## config.mk

```make
export PLATFORM = sky130hd
export DESIGN_NAME = sliding_window_outcome_counter_top
export DESIGN_NICKNAME = d
export VERILOG_FILES = /design/src/sv/swoc_pkg.sv /design/src/sv/sliding_window_outcome_counter_top.sv /design/src/sv/swoc_ram.sv
export SDC_FILE = /design/constraint.sdc
export NUM_CORES = 2
export LEC_CHECK = 0
export BUFFER_PORTS_ARGS = -buffer_cell sky130_fd_sc_hd__clkbuf_2
export CAP_MARGIN = 20
export CORE_MARGIN = 1.5
export CORE_UTILIZATION = 62
export CTS_CLUSTER_SIZE = 25
export DETAILED_ROUTE_END_ITERATION = 12
export PLACE_DENSITY = 0.89
export REMOVE_ABC_BUFFERS = 1
export SLEW_MARGIN = 40
export SYNTH_ARGS = -nofsm -noshare
export SYNTH_HDL_FRONTEND = slang
export SYNTH_SLANG_ARGS = --single-unit
```

## constraint.sdc

```tcl
create_clock -name clk -period 10.47 [get_ports clk]
set_input_delay 1.047 -clock clk [delete_from_list [all_inputs] [get_ports clk]]
set_output_delay 1.047 -clock clk [all_outputs]
set_load 0.05 [all_outputs]
```

## src/sv/swoc_pkg.sv

```systemverilog
// Shared types and constants for the sliding window outcome counter.
`timescale 1ns / 1ps
package swoc_pkg;

	localparam logic [31:0] MS_PER_HOUR = 32'd3600000;
	localparam logic [31:0] DEF_BUCKET_LENGTH = 32'(24 * MS_PER_HOUR);
	localparam logic [31:0] DEF_WINDOW_LENGTH = 32'(7 * 24 * MS_PER_HOUR);

	localparam logic [1:0] MODE_SUCCESS = 2'd1;
	localparam logic [1:0] MODE_FAILURE = 2'd2;

	localparam logic REG_BUCKET_LENGTH = 1'b0;
	localparam logic REG_WINDOW_LENGTH = 1'b1;

	typedef enum logic [2:0] {
		ST_IDLE,
		ST_RET_RD,
		ST_RET_CHK,
		ST_REC,
		ST_NEW_CHK,
		ST_SUM,
		ST_DONE
	} swoc_state_t;

endpackage

```

## src/sv/sliding_window_outcome_counter_top.sv

```systemverilog
// Top level of the bucketed sliding window success/failure counter.
//
// Usage: drive event_time and mode and raise start while busy is low; the
// item is taken at that edge. mode 1 records a success, mode 2 a failure,
// anything else only queries. One result beat follows per item: done is
// high for exactly one cycle with window_successes and window_failures
// valid. The receiver cannot stall; capture the beat when done is high.
// A new item may be started in the done cycle, so throughput equals latency.
// Sequence: the sequencer works through one RAM read port with registered
// read data. The retire scan reads and checks the oldest bucket until one
// stays or the ring is empty, the record step reads the newest bucket and
// then opens a new one or bumps it (only the read for a query or a record
// into an empty ring, which writes the new bucket at once), the window sum
// reads each live bucket in turn, and the result beat follows.
// Configuration: cfg_we writes cfg_data to register cfg_index (0 bucket
// length, 1 window length) at once; write only while idle.
// Reset: arst_n clears the ring (empty) and restores 24 h bucket length and
// 7 day window. The bucket RAM itself is not cleared and needs no sweep.
`timescale 1ns / 1ps
module sliding_window_outcome_counter_top #(
	parameter int NUM_BUCKETS = 8,
	parameter int COUNT_BITS = 32
) (
	input  logic        clk,
	input  logic        arst_n,
	input  logic        start,
	output logic        busy,
	input  logic [63:0] event_time,
	input  logic [1:0]  mode,
	input  logic        cfg_we,
	input  logic        cfg_index,
	input  logic [31:0] cfg_data,
	output logic        done,
	output logic [31:0] window_successes,
	output logic [31:0] window_failures
);
	import swoc_pkg::*;

	localparam int IW = (NUM_BUCKETS > 1) ? $clog2(NUM_BUCKETS) : 1;
	localparam int LW = $clog2(NUM_BUCKETS + 1);
	localparam int EW = 64 + 2 * COUNT_BITS;
	localparam int SW = (COUNT_BITS > 32) ? COUNT_BITS : 32;
	localparam logic [LW:0] NB = (LW + 1)'(NUM_BUCKETS);

	swoc_state_t state_q, state_d;

	logic [31:0]         bucket_len_q, window_len_q;
	logic [63:0]         t_q;
	logic [1:0]          mode_q;
	logic [IW-1:0]       oldest_q;
	logic [LW-1:0]       live_q;
	logic [LW-1:0]       k_q;
	logic                vld_q;
	logic [31:0]         succ_acc_q, fail_acc_q;

	logic                ram_we;
	logic [IW-1:0]       ram_waddr, ram_raddr;
	logic [EW-1:0]       ram_wdata, ram_rdata;

	logic [63:0]         rd_start;
	logic [COUNT_BITS-1:0] rd_succ, rd_fail;
	logic [63:0]         age;
	logic                retire, open_new, is_rec, sum_issue;
	logic [IW-1:0]       newest_slot, new_slot, sum_slot, oldest_inc;
	logic [LW:0]         oldest_ext, live_ext;
	logic [COUNT_BITS-1:0] new_succ, new_fail, inc_succ, inc_fail;
	logic [SW:0]         succ_sum, fail_sum;

	function automatic logic [IW-1:0] wrap(input logic [LW:0] x);
		logic [LW:0] y;
		y = (x >= NB) ? x - NB : x;
		return y[IW-1:0];
	endfunction

	swoc_ram #(
		.WIDTH(EW),
		.DEPTH(NUM_BUCKETS)
	) u_ram (
		.clk  (clk),
		.we   (ram_we),
		.waddr(ram_waddr),
		.wdata(ram_wdata),
		.raddr(ram_raddr),
		.rdata(ram_rdata)
	);

	assign rd_start = ram_rdata[EW-1 -: 64];
	assign rd_succ  = ram_rdata[2*COUNT_BITS-1 -: COUNT_BITS];
	assign rd_fail  = ram_rdata[COUNT_BITS-1:0];

	assign oldest_ext  = {{(LW + 1 - IW){1'b0}}, oldest_q};
	assign live_ext    = {1'b0, live_q};
	assign newest_slot = wrap(oldest_ext + live_ext - (LW + 1)'(1));
	assign new_slot    = wrap(oldest_ext + live_ext);
	assign oldest_inc  = wrap(oldest_ext + (LW + 1)'(1));
	assign sum_slot    = wrap(oldest_ext + {1'b0, k_q});
	assign sum_issue   = k_q < live_q;

	assign age      = (t_q > rd_start) ? t_q - rd_start : 64'd0;
	assign retire   = (t_q > rd_start) && (age >= {32'd0, window_len_q});
	assign open_new = age >= {32'd0, bucket_len_q};
	assign is_rec   = (mode_q == MODE_SUCCESS) || (mode_q == MODE_FAILURE);

	assign new_succ = COUNT_BITS'(mode_q == MODE_SUCCESS);
	assign new_fail = COUNT_BITS'(mode_q == MODE_FAILURE);
	assign inc_succ = (mode_q == MODE_SUCCESS && rd_succ != '1) ?
		rd_succ + COUNT_BITS'(1) : rd_succ;
	assign inc_fail = (mode_q == MODE_FAILURE && rd_fail != '1) ?
		rd_fail + COUNT_BITS'(1) : rd_fail;

	assign succ_sum = {1'b0, SW'(succ_acc_q)} + {1'b0, SW'(rd_succ)};
	assign fail_sum = {1'b0, SW'(fail_acc_q)} + {1'b0, SW'(rd_fail)};

	always_comb begin
		state_d = state_q;
		unique case (state_q)
			ST_IDLE, ST_DONE: begin
				state_d = start ? ST_RET_RD : ST_IDLE;
			end
			ST_RET_RD: begin
				state_d = (live_q == '0) ? ST_REC : ST_RET_CHK;
			end
			ST_RET_CHK: begin
				state_d = retire ? ST_RET_RD : ST_REC;
			end
			ST_REC: begin
				state_d = (is_rec && live_q != '0) ? ST_NEW_CHK : ST_SUM;
			end
			ST_NEW_CHK: begin
				state_d = ST_SUM;
			end
			ST_SUM: begin
				state_d = (!sum_issue && !vld_q) ? ST_DONE : ST_SUM;
			end
			default: begin
				state_d = ST_IDLE;
			end
		endcase
	end

	always_comb begin
		busy      = 1'b1;
		done      = 1'b0;
		ram_we    = 1'b0;
		ram_waddr = new_slot;
		ram_wdata = {t_q, new_succ, new_fail};
		ram_raddr = oldest_q;
		unique case (state_q)
			ST_IDLE: begin
				busy = 1'b0;
			end
			ST_DONE: begin
				busy = 1'b0;
				done = 1'b1;
			end
			ST_RET_RD, ST_RET_CHK: begin
				ram_raddr = oldest_q;
			end
			ST_REC: begin
				ram_raddr = newest_slot;
				ram_we    = is_rec && live_q == '0;
			end
			ST_NEW_CHK: begin
				ram_we = 1'b1;
				if (!open_new) begin
					ram_waddr = newest_slot;
					ram_wdata = {rd_start, inc_succ, inc_fail};
				end
			end
			ST_SUM: begin
				ram_raddr = sum_slot;
			end
			default: begin
				busy = 1'b1;
			end
		endcase
	end

	always_ff @(posedge clk or negedge arst_n) begin
		if (!arst_n) begin
			state_q      <= ST_IDLE;
			bucket_len_q <= DEF_BUCKET_LENGTH;
			window_len_q <= DEF_WINDOW_LENGTH;
			oldest_q     <= '0;
			live_q       <= '0;
			k_q          <= '0;
			vld_q        <= 1'b0;
		end else begin
			state_q <= state_d;
			if (cfg_we) begin
				unique case (cfg_index)
					REG_BUCKET_LENGTH: bucket_len_q <= cfg_data;
					REG_WINDOW_LENGTH: window_len_q <= cfg_data;
					default: bucket_len_q <= bucket_len_q;
				endcase
			end
			unique case (state_q)
				ST_RET_CHK: begin
					if (retire) begin
						oldest_q <= oldest_inc;
						live_q   <= live_q - LW'(1);
					end
				end
				ST_REC: begin
					k_q   <= '0;
					vld_q <= 1'b0;
					if (is_rec && live_q == '0) begin
						live_q <= LW'(1);
					end
				end
				ST_NEW_CHK: begin
					k_q   <= '0;
					vld_q <= 1'b0;
					if (open_new) begin
						if (live_q == LW'(NUM_BUCKETS)) begin
							oldest_q <= oldest_inc;
						end else begin
							live_q <= live_q + LW'(1);
						end
					end
				end
				ST_SUM: begin
					vld_q <= sum_issue;
					if (sum_issue) begin
						k_q <= k_q + LW'(1);
					end
				end
				default: begin
					vld_q <= 1'b0;
				end
			endcase
		end
	end

	always_ff @(posedge clk) begin
		if ((state_q == ST_IDLE || state_q == ST_DONE) && start) begin
			t_q    <= event_time;
			mode_q <= mode;
		end
		if (state_q == ST_REC || state_q == ST_NEW_CHK) begin
			succ_acc_q <= '0;
			fail_acc_q <= '0;
		end else if (state_q == ST_SUM && vld_q) begin
			succ_acc_q <= (|succ_sum[SW:32]) ? 32'hFFFF_FFFF : succ_sum[31:0];
			fail_acc_q <= (|fail_sum[SW:32]) ? 32'hFFFF_FFFF : fail_sum[31:0];
		end
	end

	assign window_successes = succ_acc_q;
	assign window_failures  = fail_acc_q;

endmodule

```

## src/sv/swoc_ram.sv

```systemverilog
// Generic single write port RAM with registered read.
`timescale 1ns / 1ps
module swoc_ram #(
	parameter int WIDTH = 128,
	parameter int DEPTH = 8
) (
	input  logic                     clk,
	input  logic                     we,
	input  logic [$clog2(DEPTH)-1:0] waddr,
	input  logic [WIDTH-1:0]         wdata,
	input  logic [$clog2(DEPTH)-1:0] raddr,
	output logic [WIDTH-1:0]         rdata
);

	logic [WIDTH-1:0] mem_q [DEPTH];

	always_ff @(posedge clk) begin
		if (we) begin
			mem_q[waddr] <= wdata;
		end
		rdata <= mem_q[raddr];
	end

endmodule

```

=== Word-level counts from Yosys, hierarchy flattened ===
Memories as Yosys holds them, arrays and structs flattened. A register that Yosys moved wholly into a read port is not among the register bits.
Cells that the tools add are included.

* Register bits: 209
* Bits in writable memories: 1024
* Input bits: 103
* Output and inout bits: 66
* Word-level logic and storage cells: 117
* Memories kept: 1

{| class="wikitable"
|+ Memories
! memory !! words !! width !! rd ports !! clocked after memory_dff !! wr ports !! RTL line !! text
|-
| u_ram.mem_q || 8 || 128 || 1 || 1 || 1 || swoc_ram.sv:15 || <nowiki>logic [WIDTH-1:0] mem_q [DEPTH];</nowiki>
|}

* $add $sub $neg: 16
* Magnitude comparators: 8
* Eq/ne operators: 17
* Multiplexer cells: 37
* Bitwise operators: 1
* Reductions and logical operators: 26

{| class="wikitable"
|+ Operators with widths
! cell !! count
|-
| $mux 128 || 2
|-
| $ge 64x32->1 || 2
|-
| $mux 32 || 4
|-
| $add 32x32->33 || 2
|-
| $add 32x1->32 const B || 2
|-
| $gt 64x64->1 || 1
|-
| $mux 64 || 1
|-
| $ne 32x32->1 const B || 2
|-
| $sub 64x64->64 || 1
|-
| $mux 3 || 9
|-
| $mux 4 || 5
|-
| $pmux 3 s6 || 1
|-
| $ge 5x4->1 const B || 3
|-
| $ne 2x2->1 const B || 6
|-
| $pmux 3 s2 || 2
|-
| $pmux 4 s3 || 1
|-
| $sub 3x1->3 const B || 4
|-
| $add 3x4->5 || 2
|-
| $eq 3x3->1 const B || 3
|-
| $add 4x1->4 const B || 2
|-
| $logic_and 1x1->1 || 8
|-
| $pmux 4 s2 || 1
|-
| $mux 1 || 7
|-
| $eq 3x2->1 const B || 2
|-
| 23 further kinds || 32
|}

=== Depth between registers and ports, before layout ===
* Depth after elaboration: 6
* Mapped depth: 29
* Depth with buffers taken out: 26

=== By module ===
A second synthesis with hierarchy kept.

* Cells, all modules: 3900
* Area total of the unflattened synthesis: 60619.4 µm²

{| class="wikitable"
|+ By module, submodules not included
! module !! instances !! cells an instance !! area each (µm²) !! sequential area each (µm²)
|-
| swoc_ram || 1 || 1620 || 41554.9 || 33311.9
|-
| sliding_window_outcome_counter_top || 1 || 2280 || 19064.5 || 5258.8
|}

=== Least setup slack after synthesis ===
No wires, ideal clock.

* Path kind: register to register
* Start point: register t_q[10]
* End point: memory u_ram.mem_q[1][0], enable pin
* Library setup time: 0.503 ns
* Arrival: 7.860 ns
* Data required time: 9.967 ns
* Path slack: 2.107 ns
* Stages on the path, launching flop included: 24
* Buffers on the path: 4
* Period minus slack after synthesis: 8.363 ns
* Path through: edfxtp_1 > ha_1 > buf_2 > and4_1 > nand4_1 > or4_1 > or4_1 > nand2_1 > clkbuf_1 > buf_1 > nor2_1 > ha_1 > nand4_1 > nor2_1 > nand3_1 > nor3_1 > nand2_1 > or3_1 > a211oi_1 > a211o_1 > a21o_1 > buf_6 > mux2i_1 > and2_1

* Longest elaborated chain between the ends: 5
* Elaborated cells between the ends (all ways): 6
* Classes of those cells: 1 x add/sub; 2 x order compare; 3 x mux

{| class="wikitable"
|+ RTL lines
! element !! RTL line !! text
|-
| start, declared || sliding_window_outcome_counter_top.sv:48 || <nowiki>logic [63:0] t_q;</nowiki>
|-
| start signal, assigned || sliding_window_outcome_counter_top.sv:237 || <nowiki>t_q <= event_time;</nowiki>
|-
| $sub 64x64->64 or $gt 64x64->1 (tied branches) || sliding_window_outcome_counter_top.sv:99 || <nowiki>assign age = (t_q > rd_start) ? t_q - rd_start : 64'd0;</nowiki>
|-
| $mux 64 (*) || sliding_window_outcome_counter_top.sv:99 ||
|-
| $ge 64x32->1 (*) || sliding_window_outcome_counter_top.sv:101 || <nowiki>assign open_new = age >= {32'd0, bucket_len_q};</nowiki>
|-
| $mux 3 (*) || sliding_window_outcome_counter_top.sv:165 || <nowiki>if (!open_new) begin</nowiki>
|-
| $mux 3 (*) || sliding_window_outcome_counter_top.sv:148 || <nowiki>unique case (state_q)</nowiki>
|-
| end, declared || swoc_ram.sv:15 ||
|}

Mark *: on every way between the ends. The rest lies on a longest branch, timed or not.

=== Final worst setup path ===
* Start point: register t_q[33]
* End point: memory u_ram.mem_q[7][67], data pin

* Longest elaborated chain between the ends: 5
* Elaborated cells between the ends (all ways): 6
* Classes of those cells: 1 x add/sub; 2 x order compare; 3 x mux

{| class="wikitable"
|+ RTL lines
! element !! RTL line !! text
|-
| $sub 64x64->64 or $gt 64x64->1 (tied branches) || sliding_window_outcome_counter_top.sv:99 ||
|-
| $mux 64 (*) || sliding_window_outcome_counter_top.sv:99 ||
|-
| $ge 64x32->1 (*) || sliding_window_outcome_counter_top.sv:101 ||
|-
| $mux 128 (*) || sliding_window_outcome_counter_top.sv:165 ||
|-
| $mux 128 (*) || sliding_window_outcome_counter_top.sv:148 ||
|-
| via ram_wdata[67] || sliding_window_outcome_counter_top.sv:58 || <nowiki>logic [EW-1:0] ram_wdata, ram_rdata;</nowiki>
|}

Mark *: on every way through the listed nets, which the timed path passes. The rest lies on a longest branch.

==> results_dict.tcl <==
set metrics [dict create \
    status "finished clean" \
    finClkSkew_ps 41.3 \
    numCtsBuffers 136 \
    cp_max_fo 76 \
    port_buffers 168 \
    r2r_cells 25 \
    crit_family "simple AND/OR/NAND/NOR gates" \
    grt_max_degree 103 \
    grt.overflow.total 0 \
    reg2reg_to "u_ram.mem_q[7][67]" \
    start_kind "register" \
    wl_per_cell_um 27.0 \
    power.density_mw_per_mm2 357 \
    postSynthCellCount 4058 \
    post-route-period-util 0.768 \
    synth_commonest_cells "edfxtp_1 (1090), nand2_1 (279), mux4_2 (256), a21oi_1 (224), nor2_1 (219)" \
    die_w_um 315 \
    period_needed_ps 8040 \
    hold_buffers 0 \
    cts_setup_buffers 0 \
    worst_pin_slew_ps 973 \
    rows 114 \
    yosysWarnings 0 \
    setup_viol 0 \
    dpl-instance-area_mm2 0.0624 \
    drt_iter0_drc 5112 \
    ios 169 \
    gp_congestion 0.948 \
    rsz0062_at_grt "false" \
    relSlewSlack 0.346 \
    clk_latency_ps 770 \
    hold_viol_final 0 \
    cp_data_arrival_time_ps 8500 \
    drtAntennaViolNets 0 \
    grt_pass1_wl_um 229000 \
    cp_num_buf_inv 4 \
    grt_pass1_vias 38651 \
    utilization 0.695 \
    antenna_found_initial 5 \
    area_growth_pct 11.3 \
    drive_gt1_frac 0.211 \
    vias 37971 \
    synth_top_area_frac 0.544 \
    p_leak_nw 24.1 \
    setup_tns_ps 0 \
    htreeDepth 4 \
    slowest_delay_ps 550 \
    maxSlewViolCount 0 \
    drtPass1Iterations 8 \
    cts_resized 0 \
    cts.clk_slew.worst_paths_ps 60 \
    die_h_um 315 \
    cts_tree "built" \
    synth_edf_count 1090 \
    layout.nets 4566 \
    wirelength_um 152000 \
    worst-path-stages 25 \
    yosys-top-cells-area "edfxtp_1 (54%), mux4_2 (9.6%), dfxtp_1 (6.4%), ha_1 (4.2%), mux2_2 (3.1%)" \
    yosysSeqAreaShare 0.641 \
    syn_area_per_cell_um2 14.8 \
    min_path_type "primary input to async pin" \
    async_flop_share 0.0580 \
    track_usage 0.309 \
    cpMostUsedCell "nand2_1" \
    r2r_setup_slack_ps 2430 \
    cts_sinks 1361 \
    max_freq_mhz 124 \
    clockBufferDepth 3 \
    dieArea_mm2 0.0990 \
    timing.rr.start "t_q[33]" \
    synth_area_leader_cell "edfxtp_1" \
    initial_core_util 0.624 \
    ir_worst_vdd_mv 0.404 \
    syn-cell-area_mm2 0.0602 \
    via_per_inst 6.73 \
    required_ps 10930 \
    synth_most_common_cell "edfxtp_1" \
    stdcell_area_mm2 0.0670 \
    synth_cell_types 96 \
    crit_slowest_cell "buf_6" \
    criticalPathCategory "register to register" \
    core_area_mm2 0.0964 \
    drc 0 \
    p_total_mw 23.9 \
    synth_seq_cells 1361 \
    ys.flop_type "edfxtp_1" \
    root_buffer "clkbuf_16" \
    hpwl_um 91100 \
    drv_cap 0 \
    end_kind "register" \
]
area by class of cell:
cell class / instances / area, um^2
Clock buffer: 187 / 3830
Timing Repair Buffer: 216 / 1370
Tap cell: 1276 / 1600
Fill cell: 5887 / 29400
Antenna cell: 1 / 2.50
Clock inverter: 66 / 653
Inverter: 185 / 694
Sequential cell: 1361 / 38600
Multi-Input combinational cell: 2353 / 20300
cells by family (layout without fill, tap and decap cells):
group	Yosys count	after routing	synth area share
DFF	1361	1361	0.641
and+or+nand+nor	803	803	0.0632
AOI/OAI and AO/OA	748	748	0.0759
muxes	431	431	0.128
buffers and inverters	344	654	0.0241
adders and majority gates	210	210	0.0444
xor gates and xnor gates	161	161	0.0234
other	0	1	0
power by group:
| part | switching [mW] | internal, mW |
|---|---|---|
| registers | 0.652 | 7.34 |
| clock network | 2.11 | 2.76 |
| logic | 6.51 | 4.55 |
| total | 9.28 | 14.7 |
worst reg2reg max path, stage by stage (launching register included):
cell and delay, ps:
edfxtp_1 410, ha_1 480, a21oi_1 360, o21ai_0 170, a21oi_1 310, a31oi_1 160, nor4_1 530, nand2_1 190
nand2_1 100, buf_4 340, nor2_1 160, ha_1 310, nand4_1 140, nor2_1 140, nand3_1 140, nor3_1 270
nand2_1 100, or3_1 400, a211oi_1 200, a211o_1 340, a21o_4 370, buf_16 320, buf_4 560, buf_6 590
nand2_1 320, o21ai_1 370
worst max-delay path by stage:
stage               slack [ps]        start             endpoint
global route              1950      t_q[47]   u_ram.mem_q[7][67]
detailed placement        2490      t_q[33]  u_ram.mem_q[7][103]
global placement          2660      t_q[51]   u_ram.mem_q[4][75]
floorplan                -4580  oldest_q[0]       u_ram.rdata[0]
finish                    2430      t_q[33]   u_ram.mem_q[7][67]
CTS                       2320      t_q[33]   u_ram.mem_q[5][67]
metrics by stage:
stage | hold WS (ps) | cells | worst slack [ps]
2_1_floorplan | 480 | 3899 | -4580
3_3_place_gp | 490 | 5387 | 2660
3_5_place_dp | 494 | 5389 | 2490
4_1_cts | 120 | 5642 | 2320
5_1_grt | 132 | 5644 | 1950
6_report | 150 | 5645 | 2430
registers in the layout, summed over array words and instances (netlist names), 4 cells and up:
signal	cells
window_failures	32
u_ram.mem_q	1024
window_successes	32
window_len_q	32
t_q	64
bucket_len_q	32
live_q	4
k_q	4
u_ram.rdata	128
layout by cell type, fill, tap and decap left out, types with 138 or more instances in the layout:
cell type,netlist,final
o21ai_0,188,186
clkbuf_2,0,167
a21oi_1,224,223
ha_1,204,204
edfxtp_1,1090,1090
mux4_2,256,256
dfxtp_1,192,192
inv_1,185,185
nand2_1,279,279
nor2_1,219,218
mux2_2,165,165
clkbuf_16,0,138
per-layer routing:
| metal | up-vias | global-route usage | share of wire |
|---|---|---|---|
| li1 | 16010 | - | - |
| met1 | 18811 | 0.393 | 0.36 |
| met2 | 2592 | 0.520 | 0.50 |
| met3 | 554 | 0.0562 | 0.095 |
| met4 | 4 | 0.140 | 0.046 |
| met5 | - | 0 | 0.00016 |
No activity file was read; power rests on OpenSTA's default activity.
